## config.mk

```make
export PLATFORM = sky130hd
export DESIGN_NAME = acc_fifo
export DESIGN_NICKNAME = d
export VERILOG_FILES = /design/src/rtl/core/acc_pkg.sv /design/src/rtl/core/acc_fifo.sv
export SDC_FILE = /design/constraint.sdc
export NUM_CORES = 1
export LEC_CHECK = 0
export ABC_AREA = 1
export CAP_MARGIN = 10
export CORE_MARGIN = 2
export CORE_UTILIZATION = 60
export DETAILED_ROUTE_END_ITERATION = 7
export DONT_BUFFER_PORTS = 1
export PLACE_DENSITY = 0.76
export SKIP_CTS_REPAIR_TIMING = 1
export SYNTH_ARGS = -nofsm -noshare
export SYNTH_HDL_FRONTEND = slang
export SYNTH_SLANG_ARGS = --single-unit
```

## constraint.sdc

```tcl
create_clock -name clk -period 4.1 [get_ports clk]
set_input_delay 0.205 -clock clk [delete_from_list [all_inputs] [get_ports clk]]
set_output_delay 0.205 -clock clk [all_outputs]
set_load 0.05 [all_outputs]
```

## src/rtl/core/acc_pkg.sv

```systemverilog
`timescale 1ns / 1ps
package acc_pkg;

	localparam int ANGLE_FRAC_BITS = 13;
	localparam int CORDIC_STEPS    = 16;
	localparam int ZFRAC           = 30;
	localparam int SHIFT           = ZFRAC - ANGLE_FRAC_BITS;
	localparam int STEP_W          = $clog2(CORDIC_STEPS);

	localparam longint HALF_PI_Q30 = 64'sd1686629713;
	localparam longint ANGLE_CAP   = (HALF_PI_Q30 + (longint'(1) <<< (SHIFT - 1))) >>> SHIFT;

	// datapath widths
	localparam int ROT_W  = 33;
	localparam int ROTZ_W = 15 + SHIFT + 2;
	localparam int PROD_W = 51;
	localparam int VEC_W  = 54;
	localparam int VZ_W   = 33;

	localparam int DIV_BITS  = 28;
	localparam int DIV_CNT_W = $clog2(DIV_BITS + 1);

	localparam int FIFO_DEPTH = 2;

	typedef enum logic [2:0] {
		REG_SPEED_LIMIT  = 3'd0,
		REG_STEER_LIMIT  = 3'd1,
		REG_WHEEL_RADIUS = 3'd2,
		REG_AXLE_BASE    = 3'd3,
		REG_TRACK        = 3'd4,
		REG_DUAL_STEER   = 3'd5
	} reg_idx_t;

	typedef struct packed {
		logic [14:0] speed_limit;
		logic [13:0] steer_limit;
		logic [15:0] wheel_radius_len;
		logic [15:0] axle_base_len;
		logic [15:0] track_len;
		logic        dual_steer;
	} cfg_t;

	typedef struct packed {
		logic signed [15:0] spd;
		logic signed [14:0] ang;
		logic               dual;
	} cmd_t;

	function automatic logic [30:0] atan_q30(input logic [4:0] idx);
		case (idx)
			5'd0:  atan_q30 = 31'd843314856;
			5'd1:  atan_q30 = 31'd497837829;
			5'd2:  atan_q30 = 31'd263043836;
			5'd3:  atan_q30 = 31'd133525158;
			5'd4:  atan_q30 = 31'd67021686;
			5'd5:  atan_q30 = 31'd33543515;
			5'd6:  atan_q30 = 31'd16775850;
			5'd7:  atan_q30 = 31'd8388437;
			5'd8:  atan_q30 = 31'd4194282;
			5'd9:  atan_q30 = 31'd2097149;
			5'd10: atan_q30 = 31'd1048575;
			5'd11: atan_q30 = 31'd524287;
			5'd12: atan_q30 = 31'd262143;
			5'd13: atan_q30 = 31'd131071;
			5'd14: atan_q30 = 31'd65535;
			5'd15: atan_q30 = 31'd32767;
			5'd16: atan_q30 = 31'd16383;
			5'd17: atan_q30 = 31'd8191;
			5'd18: atan_q30 = 31'd4095;
			5'd19: atan_q30 = 31'd2047;
			5'd20: atan_q30 = 31'd1023;
			5'd21: atan_q30 = 31'd511;
			5'd22: atan_q30 = 31'd255;
			5'd23: atan_q30 = 31'd127;
			default: atan_q30 = 31'd0;
		endcase
	endfunction

endpackage

```

## src/rtl/core/acc_fifo.sv

```systemverilog
`timescale 1ns / 1ps
module acc_fifo (
	input  logic          clk,
	input  logic          arst_n,
	input  logic          push,
	input  acc_pkg::cmd_t push_item,
	output logic          full,
	input  logic          pop,
	output logic          not_empty,
	output acc_pkg::cmd_t pop_item
);
	import acc_pkg::*;

	localparam int PTR_W = $clog2(FIFO_DEPTH);
	localparam int CNT_W = $clog2(FIFO_DEPTH + 1);

	cmd_t             mem_q [FIFO_DEPTH];
	logic [PTR_W-1:0] wr_ptr_q, rd_ptr_q;
	logic [CNT_W-1:0] count_q;

	assign full      = (count_q == CNT_W'(FIFO_DEPTH));
	assign not_empty = (count_q != '0);
	assign pop_item  = mem_q[rd_ptr_q];

	always_ff @(posedge clk) begin
		if (push) begin
			mem_q[wr_ptr_q] <= push_item;
		end
	end

	always_ff @(posedge clk or negedge arst_n) begin
		if (!arst_n) begin
			wr_ptr_q <= '0;
			rd_ptr_q <= '0;
			count_q  <= '0;
		end else begin
			if (push) begin
				wr_ptr_q <= (wr_ptr_q == PTR_W'(FIFO_DEPTH - 1)) ? '0 : wr_ptr_q + 1'b1;
			end
			if (pop) begin
				rd_ptr_q <= (rd_ptr_q == PTR_W'(FIFO_DEPTH - 1)) ? '0 : rd_ptr_q + 1'b1;
			end
			case ({push, pop})
				2'b10:   count_q <= count_q + 1'b1;
				2'b01:   count_q <= count_q - 1'b1;
				default: count_q <= count_q;
			endcase
		end
	end
endmodule

```

==> flow_summary.json, run 1 <==
{
  "ys_ff_latch": 68,
  "setup_violations": 0,
  "stdcell_count": 289,
  "hold_violations": 0,
  "clock_skew_ps": 8.360,
  "cp_data_required_time_ps": 3890,
  "syn_avg_cell_area_um2": 14.14,
  "drtAntennaViolNets": 0,
  "root_buffer": "clkbuf_8",
  "worstMarginPinSlew_ps": 1032,
  "yosys.area_share.simple_pct": 5.975,
  "drv_cap": 0,
  "crit_family": "flip-flops",
  "p_per_area_nw_per_um2": 824.8,
  "dr.pass1.iters": 4,
  "synth-edff-count": 64,
  "drc_errors": 0,
  "crit_path_start": "rd_ptr_q$_DFFE_PN0P_",
  "synth_warnings": 0,
  "status": "completed",
  "grt_pass1_wl_um": 6210,
  "ys_types": 15,
  "detail_route.wl_per_cell_um": 15.33,
  "synth_fp_nets": 228,
  "fillers": 249,
  "p_total_mw": 2.729,
  "crit_fanout": 38,
  "finalCritPeriodShare_pct": 59.12,
  "htree_levels": 3,
  "dpl.cell_count": 237,
  "worstHoldPathType": "input port to register",
  "clock_latency_ps": 320,
  "rsz0062_at_grt": "no",
  "antenna-diode-count": 0,
  "pin_count": 70,
  "crit_buf_inv": 1,
  "dpl.hpwl_um": 2625,
  "mappedNetlistArea_um2": 2701,
  "fin_ws_ps": 1676,
  "maxSlewViolCount": 0,
  "drtIter0Drc": 43,
  "dpl_worst_slack_ps": 2006,
  "p_leak_nw": 1.316,
  "vias_per_cell": 5.135,
  "drive_gt1_share_pct": 18.57,
  "grt_max_degree": 39,
  "antenna_found_initial": 0,
  "worst_setup_path_end_kind": "primary output",
  "yosysMostFrequentCell": "edfxtp_1",
  "slowest_stage": "dfrtp_2",
  "synthXorXnorAreaFrac_pct": 0.9727,
  "synth_compound_area_share_pct": 9.680,
  "clkSlewWorstSetupHoldPaths_ps": 70,
  "worstPathArrival_ps": 2220,
  "fin_crit_ps": 2424,
  "cp-start-kind": "register",
  "rr_startpoint": "wr_ptr_q$_DFFE_PN0P_",
  "die-area_um2": 5055,
  "drt_wl_total_um": 4431,
  "ys_seq_area_share_pct": 74.85,
  "gp_congestion": 0.6799,
  "cts_max_path_buffers": 2,
  "syn2layout_area_growth_pct": 22.46,
  "timing_worst_setup_path_type": "register to primary output",
  "synthAdderAreaFrac_pct": 0.4632,
  "die_h_um": 71.10,
  "grt_pass1_vias": 1393,
  "synth_ff_type": "edfxtp_1",
  "whs_ps": 133.3,
  "grt_remaining_overflow": 0,
  "relSlewSlack_pct": 30.76,
  "netlist_top_cells_count": "edfxtp_1 (64), inv_1 (38), nand2_1 (38)",
  "synth_top_family_by_area": "compound AO/OA/AOI/OAI gates",
  "grt_use_total_pct": 16.89,
  "worstPathCellList": "buf_4 > nand2_1 > o21ai_1",
  "fin_nets": 269,
  "row_count": 24,
  "synthMuxAreaShare_pct": 0,
  "ir_worst_vdd_v": 0.0005622,
  "r2r_setup_slack_ps": 2530,
  "hp-start": "pop",
  "tns_ps": 0,
  "num_vias": 1484,
  "synthTopCellsByArea": "edfxtp_1 (71%), o21ai_2 (8.8%), inv_1 (5.3%)",
  "numCtsBuffers": 9,
  "cts_sinks": 68,
  "critical_path.max_stage_delay_ps": 720,
  "max_freq_mhz": 412.5,
  "netlist.area_leader.share_pct": 71.14,
  "initial_core_util_pct": 62.04,
  "core_area_um2": 4354,
  "die_x_um": 71.10,
  "syn-instance-count": 191,
  "io_buffers": 0,
  "synth-async-reset-ratio_pct": 5.882,
  "yosysTopAreaCell": "edfxtp_1",
  "tritoncts": "built"
}
-- worst paths after layout --
check | end | cells after the start
worst min-delay path | count_q[0]$_DFFE_PN0P_ | 2
worst min register to register | count_q[1]$_DFFE_PN0P_ | 2
min in group asynchronous | rd_ptr_q$_DFFE_PN0P_ | 1
max in group asynchronous | rd_ptr_q$_DFFE_PN0P_ | 1
worst max-delay path | pop_item[12] | 3
worst max register to register | mem_q[0][13]$_DFFE_PP_ | 1
-- metrics by stage --
| step | utilization (%) | instance area (um^2) |
|---|---|---|
| CTS | 67.47 | 2938 |
| detailed placement | 62.18 | 2708 |
| floorplan | - | 2701 |
| finish | 75.98 | 3308 |
| global route | 75.98 | 3308 |
| global placement | 62.18 | 2708 |
-- cells in the final DEF, fill, tap and decap left out --
cell type,instances
clkbuf_1,1
nand3_1,1
dfrtp_1,3
inv_1,38
buf_4,1
clkinv_1,2
ha_1,1
dlygate4sd3_1,35
dfrtp_2,1
xor2_1,2
bufinv_16,3
nor2_1,1
nand2_1,38
edfxtp_1,64
o21ai_2,27
nor2_4,1
clkbuf_8,9
o21ai_1,5
xnor2_1,1
clkinv_2,1
buf_12,1
nand4_1,1
-- kinds of logic (layout without fill, tap and decap cells) --
group,after synthesis,after routing
flip-flops,68,68
buffers and inverters,45,91
AND/OR/NAND/NOR,42,42
AO/OA/AOI/OAI,32,32
XOR/XNOR,3,3
adder cells (fa/ha/maj),1,1
-- state kept, by name, summed over array words and instances (netlist names) --
signal / flops
count_q: 2
mem_q: 64
rd_ptr_q: 1
wr_ptr_q: 1
-- area by class of cell --
class                   count  area (um^2)  share of cell area (%)
well taps                  52        65.06                   1.967
clock inverters             6        102.6                   3.101
repair buffers             37        377.9                   11.42
clock buffers              10        127.6                   3.858
inverters                  38        142.6                   4.312
multi-input cells          78        469.2                   14.18
flip-flops and latches     68         2023                   61.16
-- power breakdown --
group	switching, mW	leakage, nW	internal (mW)	total, mW
Clock	0.232	0.115	0.399	0.631
Combinational	0.913	0.554	0.169	1.08
Sequential	0.0904	0.647	0.926	1.02
Total	1.23	1.32	1.49	2.73
-- routing by layer --
layer	routed length (um)	up-vias	GRT usage, %
li1	-	728	-
met1	1605	700	16.45
met4	95	0	9.644
met3	237	10	8.120
met5	0	-	0
met2	2492	46	29.08
(Power assumes the default switching activity.)
==> run 2, diff against run 1 <==
- CORE_UTILIZATION: 60 -> 56
- PLACE_DENSITY: 0.76 -> 0.74
- clock period: 4.1 -> 2 ns (I/O delays scaled with it)
==> flow_summary.json, run 2 (same netlist as run 1, synthesis figures left out) <==
{
  "place_area_um2": 2798,
  "p_leak_nw": 1.339,
  "critical_path.max_stage_delay_ps": 620,
  "multiInputGateArea_um2": 469.2,
  "initial_core_util_pct": 57.57,
  "die-area_um2": 5396,
  "num_vias": 1541,
  "gp_congestion": 0.7689,
  "p_per_area_nw_per_um2": 1649,
  "relSlewSlack_pct": 59.26,
  "grt_use_met1_pct": 16.37,
  "ir_worst_vdd_v": 0.001431,
  "cp_data_required_time_ps": 1900,
  "worstPathArrival_ps": 1750,
  "grt_pass1_wl_um": 6044,
  "worst_setup_path_end_kind": "primary output",
  "cp-start-kind": "register",
  "switching_share_pct": 46.75,
  "crit_fanout": 39,
  "regArea_um2": 2023,
  "grt_use_total_pct": 15.67,
  "detail_route.wl_per_cell_um": 15.50,
  "antenna_found_initial": 0,
  "dr.pass1.iters": 4,
  "setup_violations": 0,
  "vias_per_cell": 5.137,
  "htree_levels": 3,
  "worstHoldPathType": "input port to register",
  "worstMarginPinSlew_ps": 611.0,
  "max_freq_mhz": 539.5,
  "cts_max_path_buffers": 2,
  "p_total_mw": 5.507,
  "slowest_stage": "dfrtp_2",
  "whs_ps": 23.55,
  "grt_max_degree": 40,
  "p_int_mw": 2.932,
  "crit_family": "flip-flops",
  "grt_use_met3_pct": 7.407,
  "fin_crit_ps": 1854,
  "drc_errors": 0,
  "final_common_cell": "edfxtp_1",
  "core_area_um2": 4692,
  "grt_remaining_overflow": 0,
  "worstPathCellList": "buf_12 > o21ai_2",
  "p_clk_share_pct": 19.2,
  "pin_count": 70,
  "drtIter0Drc": 99,
  "hold_violations": 0,
  "grt_most_used_layer": "met2",
  "io_buffers": 0,
  "fin_nets": 278,
  "largest_reg_flops": 64,
  "timing_worst_setup_path_type": "register to primary output",
  "dpl.hpwl_um": 2708,
  "finalCritPeriodShare_pct": 92.68,
  "syn2layout_area_growth_pct": 23.62,
  "maxSlewViolCount": 0,
  "clock_skew_ps": 5.245,
  "row_count": 25,
  "dpl.cell_count": 249,
  "die_x_um": 73.46,
  "crit_buf_inv": 1,
  "switchingPower_mw": 2.575,
  "clock_latency_ps": 320,
  "root_buffer": "clkbuf_8",
  "drt_wl_total_um": 4649,
  "cts_sinks": 68,
  "fillers": 310,
  "met2_usage_pct": 26.29,
  "die_h_um": 73.46,
  "numCtsBuffers": 9,
  "status": "completed",
  "antenna-diode-count": 0,
  "top_register": "mem_q",
  "drv_cap": 0,
  "stdcell_count": 300,
  "comb_power_share_pct": 42.9,
  "tritoncts": "built",
  "grt_pass1_vias": 1358,
  "tns_ps": 0,
  "clkSlewWorstSetupHoldPaths_ps": 70,
  "drtAntennaViolNets": 0,
  "fin_area_um2": 3339,
  "rsz0062_at_grt": "no",
  "largestRegisters": "mem_q (64), count_q (2)",
  "drive_gt1_share_pct": 22.36,
  "mostFrequentLayoutCells": "edfxtp_1 (64), inv_1 (38), nand2_1 (38)",
  "r2r_setup_slack_ps": 680,
  "seq_power_share_pct": 37.9
}
[run 2: cell count changes in the layout (fill, tap and decap cells not counted), sizes merged]
cell,before,now
clkinv,3,4
buf,2,11
clkinvlp,0,2
bufinv,3,1
clkbuf,10,9
[run 2: power groups by stage]
stage	Combinational [mW]	Sequential [mW]	Clock, mW
global placement	2.26	2.09	0
floorplan	2.17	2.00	0
CTS	2.31	2.09	1.07
finish	2.36	2.09	1.06
global route	2.49	2.13	1.13
detailed placement	2.31	2.12	0
[run 2: per-stage QoR]
| step | utilization, % | worst slack [ps] |
|---|---|---|
| finish | 71.17 | 146.3 |
| floorplan | - | 285.0 |
| global placement | 59.63 | 522.8 |
| detailed placement | 59.63 | 469.3 |
| global route | 71.17 | 24.57 |
| CTS | 63.71 | 114.2 |
[run 2: cell type report]
cell class | count | area share (%)
clock buffer | 9 | 3.709
clock inverter | 7 | 2.023
inverter | 38 | 4.271
multi-input combinational | 78 | 14.05
sequential | 68 | 60.58
tap | 54 | 2.023
timing repair buffer | 46 | 13.34
[run 2: path summary, 6_finish.rpt]
path                                     endpoint  cells past startpoint                    from
setup / recovery                     pop_item[21]                      2    rd_ptr_q$_DFFE_PN0P_
hold / removal             count_q[0]$_DFFE_PN0P_                      2                     pop
setup reg to reg           mem_q[0][15]$_DFFE_PP_                      2    wr_ptr_q$_DFFE_PN0P_
hold reg to reg            count_q[1]$_DFFE_PN0P_                      2  count_q[1]$_DFFE_PN0P_
max in group asynchronous    rd_ptr_q$_DFFE_PN0P_                      1                  arst_n
min in group asynchronous  count_q[0]$_DFFE_PN0P_                      1                  arst_n
[run 2: routing by layer]
metal | vias to the layer above | routed length [um]
li1 | 743 | -
met1 | 731 | 1726
met2 | 57 | 2516
met3 | 10 | 325
met4 | 0 | 81
met5 | - | 0
[run 2: worst reg2reg max path, delay by kind of cell, from the launching register on]
family | cells | cell delay, ps
buf+inv | 1 | 390
flops | 1 | 440
simple gates | 1 | 120
