**config.mk**
```make
export PLATFORM = sky130hd
export DESIGN_NAME = acc_front_flat
export DESIGN_NICKNAME = d
export VERILOG_FILES = /design/src/rtl/core/acc_pkg.sv /design/src/rtl/core/acc_if.sv /design/src/rtl/core/acc_front.sv /design/src/flat_wrapper.sv
export SDC_FILE = /design/constraint.sdc
export NUM_CORES = 1
export LEC_CHECK = 0
export BUFFER_PORTS_ARGS = -buffer_cell sky130_fd_sc_hd__buf_2
export CORE_MARGIN = 5
export CORE_UTILIZATION = 50
export DETAILED_ROUTE_END_ITERATION = 6
export GPL_ROUTABILITY_DRIVEN = 0
export PLACE_DENSITY = 0.86
export SYNTH_ARGS = -nofsm -noshare
export SYNTH_HDL_FRONTEND = slang
export SYNTH_SLANG_ARGS = --single-unit
export TNS_END_PERCENT = 50
```
**constraint.sdc**
```tcl
create_clock -name vclk -period 5.59
set_clock_uncertainty 0.2 [all_clocks]
set_input_delay 0.559 -clock vclk [all_inputs]
set_output_delay 0.559 -clock vclk [all_outputs]
set_load 0.01 [all_outputs]
```
**src/rtl/core/acc_pkg.sv**
```systemverilog
`timescale 1ns / 1ps
package acc_pkg;

	localparam int ANGLE_FRAC_BITS = 13;
	localparam int CORDIC_STEPS    = 16;
	localparam int ZFRAC           = 30;
	localparam int SHIFT           = ZFRAC - ANGLE_FRAC_BITS;
	localparam int STEP_W          = $clog2(CORDIC_STEPS);

	localparam longint HALF_PI_Q30 = 64'sd1686629713;
	localparam longint ANGLE_CAP   = (HALF_PI_Q30 + (longint'(1) <<< (SHIFT - 1))) >>> SHIFT;

	// datapath widths
	localparam int ROT_W  = 33;
	localparam int ROTZ_W = 15 + SHIFT + 2;
	localparam int PROD_W = 51;
	localparam int VEC_W  = 54;
	localparam int VZ_W   = 33;

	localparam int DIV_BITS  = 28;
	localparam int DIV_CNT_W = $clog2(DIV_BITS + 1);

	localparam int FIFO_DEPTH = 2;

	typedef enum logic [2:0] {
		REG_SPEED_LIMIT  = 3'd0,
		REG_STEER_LIMIT  = 3'd1,
		REG_WHEEL_RADIUS = 3'd2,
		REG_AXLE_BASE    = 3'd3,
		REG_TRACK        = 3'd4,
		REG_DUAL_STEER   = 3'd5
	} reg_idx_t;

	typedef struct packed {
		logic [14:0] speed_limit;
		logic [13:0] steer_limit;
		logic [15:0] wheel_radius_len;
		logic [15:0] axle_base_len;
		logic [15:0] track_len;
		logic        dual_steer;
	} cfg_t;

	typedef struct packed {
		logic signed [15:0] spd;
		logic signed [14:0] ang;
		logic               dual;
	} cmd_t;

	function automatic logic [30:0] atan_q30(input logic [4:0] idx);
		case (idx)
			5'd0:  atan_q30 = 31'd843314856;
			5'd1:  atan_q30 = 31'd497837829;
			5'd2:  atan_q30 = 31'd263043836;
			5'd3:  atan_q30 = 31'd133525158;
			5'd4:  atan_q30 = 31'd67021686;
			5'd5:  atan_q30 = 31'd33543515;
			5'd6:  atan_q30 = 31'd16775850;
			5'd7:  atan_q30 = 31'd8388437;
			5'd8:  atan_q30 = 31'd4194282;
			5'd9:  atan_q30 = 31'd2097149;
			5'd10: atan_q30 = 31'd1048575;
			5'd11: atan_q30 = 31'd524287;
			5'd12: atan_q30 = 31'd262143;
			5'd13: atan_q30 = 31'd131071;
			5'd14: atan_q30 = 31'd65535;
			5'd15: atan_q30 = 31'd32767;
			5'd16: atan_q30 = 31'd16383;
			5'd17: atan_q30 = 31'd8191;
			5'd18: atan_q30 = 31'd4095;
			5'd19: atan_q30 = 31'd2047;
			5'd20: atan_q30 = 31'd1023;
			5'd21: atan_q30 = 31'd511;
			5'd22: atan_q30 = 31'd255;
			5'd23: atan_q30 = 31'd127;
			default: atan_q30 = 31'd0;
		endcase
	endfunction

endpackage

```
**src/rtl/core/acc_if.sv**
```systemverilog
`timescale 1ns / 1ps
interface acc_cmd_if;
	logic               valid;
	logic               ready;
	logic signed [15:0] speed_cmd;
	logic signed [15:0] steer_cmd;
	modport source (output valid, speed_cmd, steer_cmd, input ready);
	modport sink (input valid, speed_cmd, steer_cmd, output ready);
	modport monitor (input valid, ready, speed_cmd, steer_cmd);
endinterface


```
**src/rtl/core/acc_front.sv**
```systemverilog
`timescale 1ns / 1ps
module acc_front (
	acc_cmd_if.sink       cmd,
	input  acc_pkg::cfg_t cfg,
	input  logic          full,
	output logic          push,
	output acc_pkg::cmd_t push_item
);
	import acc_pkg::*;

	logic signed [16:0] spd_lim, ang_lim, spd_in, ang_in, spd_c, ang_c;

	assign spd_lim = {2'b00, cfg.speed_limit};
	assign ang_lim = {3'b000, cfg.steer_limit};
	assign spd_in  = {cmd.speed_cmd[15], cmd.speed_cmd};
	assign ang_in  = {cmd.steer_cmd[15], cmd.steer_cmd};

	always_comb begin
		if (spd_in > spd_lim) begin
			spd_c = spd_lim;
		end else if (spd_in < -spd_lim) begin
			spd_c = -spd_lim;
		end else begin
			spd_c = spd_in;
		end
		if (ang_in > ang_lim) begin
			ang_c = ang_lim;
		end else if (ang_in < -ang_lim) begin
			ang_c = -ang_lim;
		end else begin
			ang_c = ang_in;
		end
	end

	assign cmd.ready      = !full;
	assign push           = cmd.valid && !full;
	assign push_item.spd  = spd_c[15:0];
	assign push_item.ang  = ang_c[14:0];
	assign push_item.dual = cfg.dual_steer && (ang_c != '0);
endmodule

```
**src/flat_wrapper.sv**
```systemverilog
// flat-port wrapper written by rule: the top's interface ports become plain ports
module acc_front_flat import acc_pkg::*;
  (cfg, full, push, push_item, cmd_valid, cmd_speed_cmd, cmd_steer_cmd, cmd_ready);
  acc_cmd_if cmd_i ();
  input  acc_pkg::cfg_t cfg;
  input  logic full;
  output logic push;
  output acc_pkg::cmd_t push_item;
  input wire logic [$bits(cmd_i.valid)-1:0] cmd_valid;
  input wire logic [$bits(cmd_i.speed_cmd)-1:0] cmd_speed_cmd;
  input wire logic [$bits(cmd_i.steer_cmd)-1:0] cmd_steer_cmd;
  output wire logic [$bits(cmd_i.ready)-1:0] cmd_ready;
  assign cmd_i.valid = cmd_valid;
  assign cmd_i.speed_cmd = cmd_speed_cmd;
  assign cmd_i.steer_cmd = cmd_steer_cmd;
  assign cmd_ready = cmd_i.ready;
  acc_front u_core (.cmd(cmd_i), .cfg(cfg), .full(full), .push(push), .push_item(push_item));
endmodule
```
==> results of run 1 <==
==> cell usage in the layout, fill, tap and decap left out, types with 9 or more instances in the layout <==
cell type | synthesis | final
ha_1 | 63 | 63
o22ai_1 | 9 | 9
nand2_1 | 24 | 23
buf_4 | 0 | 11
mux2i_1 | 25 | 25
o21bai_1 | 12 | 12
o21a_1 | 12 | 12
xnor2_1 | 20 | 20
a21oi_1 | 23 | 23
nor2_1 | 28 | 28
inv_1 | 48 | 48
buf_2 | 1 | 98
o2bb2ai_1 | 12 | 12
nor3_1 | 12 | 12
o21ai_0 | 12 | 11
==> metrics by stage <==
| stage | power [mW] | std cells | area, um2 | setup TNS [ps] | hold WS, ps |
|---|---|---|---|---|---|
| 6_report | 0.329 | 584 | 3650 | 0 | 1160 |
| 2_1_floorplan | 0.206 | 412 | 3010 | 0 | 962 |
| 3_5_place_dp | 0.318 | 579 | 3590 | 0 | 1160 |
| 5_1_grt | 0.365 | 584 | 3650 | -66.8 | 1190 |
| 3_3_place_gp | 0.307 | 579 | 3590 | 0 | 1150 |
| 4_1_cts | 0.320 | 579 | 3590 | 0 | 1160 |
==> timing repair <==
item / in CTS / in global routing
endpoints found under the setup margin: 0 / 1
setup buffers: 0 / 4
resized for setup: 0 / 6
==> routing by layer <==
| metal | up-vias | track usage [%] |
|---|---|---|
| met3 | 11 | 1.41 |
| met2 | 150 | 42.2 |
| met5 | - | 0 |
| met4 | 0 | 3.63 |
| met1 | 1620 | 25.9 |
| li1 | 1711 | - |
==> worst max-delay path by stage <==
| stage | start | endpoint | slack [ps] | cells after the start |
|---|---|---|---|---|
| 6_report | cfg[56] | push_item[0] | 180 | 17 |
| 3_3_place_gp | cfg[56] | push_item[0] | 200 | 16 |
| 5_1_grt | cfg[56] | push_item[0] | -70 | 17 |
| 2_1_floorplan | cfg[63] | push_item[21] | 580 | 18 |
| 4_1_cts | cfg[56] | push_item[0] | 120 | 16 |
| 3_5_place_dp | cfg[56] | push_item[0] | 130 | 16 |
==> report_power, final <==
part,total [mW],switching [mW],internal [mW]
registers,0,0,0
logic,0.329,0.184,0.146
clock network,0,0,0
==> layout make-up <==
cell class                 count  area, um2
multi-input combinational    352       2810
fill                         537       2230
timing repair buffer         109        573
inverter                      48        180
tap                           75       93.8
==> worst max-delay path: cells and delay by family <==
family	cells	cell delay (ps)
simple gates	8	2400
compound gates	4	740
fa+ha+maj	1	280
mux	1	200
buf+inv	3	460
==> synthesized netlist by cell type (2+ instances only) <==
master / number
and2_1: 5
inv_1: 48
a21o_1: 8
o21ai_0: 12
mux2i_1: 25
nor2b_1: 6
a211oi_1: 3
nor3_1: 12
and3_1: 3
or2_1: 2
nand2b_1: 2
nor2_1: 28
o22ai_1: 9
xnor2_1: 20
a21oi_1: 23
nor4_1: 4
mux2_2: 3
or3_4: 2
xor2_1: 2
o21bai_1: 12
a31oi_1: 7
clkbuf_1: 8
o21a_1: 12
ha_1: 63
nand3_1: 7
nor3_2: 3
a31o_2: 2
nand4_1: 8
nand2_1: 24
o2bb2ai_1: 12
or4_1: 2
nor4_2: 2
buf_6: 2
or3_1: 5
==> kinds of logic after synthesis <==
logic type / after synthesis / share of synthesized area [%]
fa+ha+maj: 63 / 26.2
mux: 29 / 9.93
compound gates: 117 / 27.4
buf+inv: 61 / 8.68
xor+xnor: 22 / 6.40
simple gates: 120 / 21.4
==> metrics.md, run 1 <==
| Metric | Value |
|---|---|
| Routed WL per cell | 15.3 um |
| Utilization after layout | 62.1% |
| Max Slew Vio Count | 0 |
| Top Metal Used | met4 |
| Final setup margin | 182 ps |
| Final nets | 686 |
| DIE AREA | 7680 um2 |
| Outcome | completed |
| Leak Pwr | 1.85 nW |
| Setup Viol. Count Final | 0 |
| Hold_buf cts | 0 |
| Layout cell share with drive strength beyond 1 | 26.7% |
| Synth warnings | 0 |
| Metal2 WL | 4580 um |
| DRT iter0 DRCs | 155 |
| Post-Syn Nets | 587 |
| Synth area leader | ha_1 |
| Mapped Area | 3010 um2 |
| CP Max Fanout | 9 |
| Reg area | 0 um2 |
| Hold Path Depth | 3 |
| Synth Instances | 412 |
| Clock buffers | 0 |
| Worst-path cell chain | buf_2 > or4_4 > or3_4 > o21ai_0 > nand2b_1 > ha_1 > nand4_1 > or3_4 > a211oi_4 > or4_1 > and2_4 > buf_4 > mux2i_1 > o22ai_1 > nor4_1 > a41oi_1 > buf_2 |
| Area growth syn-to-layout | 21.4% |
| First-pass DRT Iterations | 5 |
| First-pass GRT wire length | 14200 um |
| Port Buffers | 98 |
| Slew @ Worst Pin | 759 ps |
| Post-synthesis sequential area ratio | 0% |
| DRT Wirelength | 8940 um |
| Number of global-route vias before repair | 3396 |
| Worst Hold Path EP | cmd_ready |
| Worst Hold Launch | full |
| DP Wirelength | 7390 um |
| Initial antenna violation count | 0 |
| Power Density | 90.1 nW/um2 |
| Die Wd | 87.6 um |
| Post-route ant nets | 0 |
| Vias per inst | 5.98 |
| Fin. Hold Viols | 0 |
| Met1 WL | 3590 um |
| Syn Area/Cell | 7.31 um2 |
| Initial Utilization | 51.2% |
| Total of max-cap violations | 0 |
| Fin crit share | 96.7% |
| Remaining DRCs | 0 |
| FMAX | 185 MHz |
| Relative slew slack | 49.2% |
| Std cell rows | 28 |
| Top cell type's share of synthesized area | 26.2% |
| Setup CP Type | in -> out |
| CP max stage cell | or4_4 |
| Number of diodes | 0 |
| Core footprint | 5890 um2 |
| Hold WC Path Type | in -> out |
| Total grt overflow | 0 |
| Seq cells | 0 |
| Total GRT Usage | 21.6% |
| DIE HEIGHT | 87.6 um |
| Startpoint types | input port |
| Peak supply drop | 47.5 uV |
| Largest cells by area after synthesis | ha_1 26%, mux2i_1 8.3%, inv_1 6.0% |
| DR vias | 3492 |
| CP arrival | 4650 ps |
| Critical Path Max Stage Delay | 560 ps |
| WP data required | 4830 ps |
| Final min period | 5410 ps |
| Unique masters post-synth | 60 |
| CP Capture Type | output pin |
| Pre-CTS setup slack | 126 ps |
| IO Pins | 146 |
| Largest net degree at the start of global routing | 23 |
| Met3 wire length | 674 um |
Note: power is estimated with default switching activity, not from simulation.
==> inputs of run 2 (changes only) <==
clock period = 5.05 ns   (was 5.59 ns; I/O delays follow)
==> run 2 against run 1 <==
The flow now finishes with violations (setup timing). Non-clock buffer count grew 20. Final area grew 7.3%. Clock-buffer cell count is the same. Global-route usage grew 0.94 points. Critical path depth is the same. Total power grew 18%. Combinational power grew 18%. Largest cell class unchanged. Die area is the same. Via count grew 2.4%. Sequential share of layout area is the same.
==> metrics.md, run 2 (synthesis results as in run 1) <==
| Metric | Value |
|---|---|
| Met3 wire length | 662 um (was 674 um) |
| Critical Path Max Stage Delay | 550 ps (was 560 ps) |
| Worst Hold Slack | 1050 ps (was 1160 ps) |
| Utilization after layout | 66.6% (was 62.1%) |
| CP max stage cell | or4_4 (unchanged) |
| DRT Wirelength | 9180 um (was 8940 um) |
| Commonest non-fill, non-tap cell in the layout | buf_2 (unchanged) |
| Startpoint types | input port (unchanged) |
| Setup Viol. Count Final | 1 (was 0) |
| Hold_buf cts | 0 (unchanged) |
| Metal2 WL | 4600 um (was 4580 um) |
| Layout cell share with drive strength beyond 1 | 32.1% (was 26.7%) |
| DIE AREA | 7680 um2 (unchanged) |
| Top Metal Used | met4 (unchanged) |
| Fin crit share | 101% |
| Reg area | 0 um2 (unchanged) |
| Initial antenna violation count | 0 (unchanged) |
| Hold WC Path Type | in -> out (unchanged) |
| Power Total | 0.387 mW (was 0.329 mW) |
| Total grt overflow | 0 (unchanged) |
| CP arrival | 4410 ps (was 4650 ps) |
| Vias per inst | 5.92 (was 5.98) |
| Relative slew slack | 52.5% (was 49.2%) |
| Violated checks | setup timing |
| Core footprint | 5890 um2 (unchanged) |
| Setup TNS | -60.4 ps (was 0 ps) |
| Top delay family on crit path | simple AND/OR/NAND/NOR gates (unchanged) |
| Post-route ant nets | 0 (unchanged) |
| Initial Utilization | 51.2% (unchanged) |
| Setup CP Type | in -> out (unchanged) |
| Seq cells | 0 (unchanged) |
| Met1 WL | 3770 um (was 3590 um) |
| DRT iter0 DRCs | 202 (was 155) |
| Slew @ Worst Pin | 713 ps (was 759 ps) |
| Leak Pwr | 1.97 nW (was 1.85 nW) |
| Final min period | 5110 ps |
| First-pass GRT wire length | 14700 um (was 14200 um) |
| Total of max-cap violations | 0 (unchanged) |
| Port Buffers | 98 (unchanged) |
| CP Max Fanout | 4 (was 9) |
| CP Capture Type | output pin (unchanged) |
| Std cell rows | 28 (unchanged) |
| Number of global-route vias before repair | 3437 (was 3396) |
| Remaining DRCs | 0 (unchanged) |
| Most frequent cells in the layout | 98 x buf_2, 62 x ha_1, 48 x inv_1, 29 x buf_4, 28 x nor2_1 (was 98 x buf_2, 63 x ha_1, 48 x inv_1, 28 x nor2_1, 25 x mux2i_1) |
| Max Slew Vio Count | 0 (unchanged) |
| Clock buffers | 0 (unchanged) |
| Fin. Hold Viols | 0 (unchanged) |
| IO Pins | 146 (unchanged) |
| Area growth syn-to-layout | 30.2% (was 21.4%) |
| Final nets | 706 (was 686) |
| Worst path bufs/invs | 3 (unchanged) |
| FMAX | 196 MHz |
| Final setup margin | -60.4 ps (was 182 ps) |
| Routed WL per cell | 15.2 um (was 15.3 um) |
| DP Wirelength | 7490 um (was 7390 um) |
| Outcome | complete, but fails checks (was completed) |
| First-pass DRT Iterations | 4 (was 5) |
| Largest net degree at the start of global routing | 21 (was 23) |
| RSZ-0062 raised after global routing | yes |
| Power Density | 98.8 nW/um2 (was 90.1 nW/um2) |
| Die Wd | 87.6 um (unchanged) |
| DIE HEIGHT | 87.6 um (unchanged) |
| Worst-path cell chain | buf_2 > or4_4 > or3_4 > o21ai_2 > nand2b_4 > ha_1 > nand4_1 > or3_4 > a211oi_4 > or4_4 > buf_4 > nand2_2 > and3_1 > a41o_1 > a2111oi_4 > a41oi_1 > buf_2 (was buf_2 > or4_4 > or3_4 > o21ai_0 > nand2b_1 > ha_1 > nand4_1 > or3_4 > a211oi_4 > or4_1 > and2_4 > buf_4 > mux2i_1 > o22ai_1 > nor4_1 > a41oi_1 > buf_2) |
| DR vias | 3577 (was 3492) |
| Total GRT Usage | 22.6% (was 21.6%) |
| Number of diodes | 0 (unchanged) |
| WP data required | 4350 ps (was 4830 ps) |
| Peak supply drop | 60.9 uV (was 47.5 uV) |
## run 2: final timing paths
| kind | startpoint | to | slack (ps) | cells past startpoint |
|---|---|---|---|---|
| setup / recovery | cfg[56] | push_item[0] | -60 | 17 |
| hold / removal | full | cmd_ready | 1050 | 3 |
## run 2: area by class of cell
class | instances | area, um2
multi-input combinational | 352 | 2910
timing repair buffer | 129 | 739
tap | 75 | 93.8
inverter | 48 | 180
fill | 450 | 1960
## run 2: through the flow
step	instance area, um2	std cells	setup WS [ps]
after floorplan	3010	412	143
after global placement	3740	597	-51.3
after detailed placement	3740	597	-119
after CTS	3830	601	-50.0
after global routing	3920	604	-202
final	3920	604	-60.4
## run 2: timing repair
| action | in CTS | in global routing |
|---|---|---|
| gates cloned | 1 | 0 |
| endpoints found under the setup margin | 3 | 17 |
| buffers inserted | 3 | 3 |
| resized for setup | 13 | 13 |
| pin swaps | 4 | 3 |
## run 2: where the power goes
part           internal [mW]  switching (mW)  total (mW)
sequential                 0               0           0
combinational          0.174           0.213       0.387
clock                      0               0           0
## run 2: metal layers
layer	track usage (%)	vias up
met5	0	-
met4	5.02	0
met3	1.22	16
met2	42.5	152
met1	28.0	1654
li1	-	1755
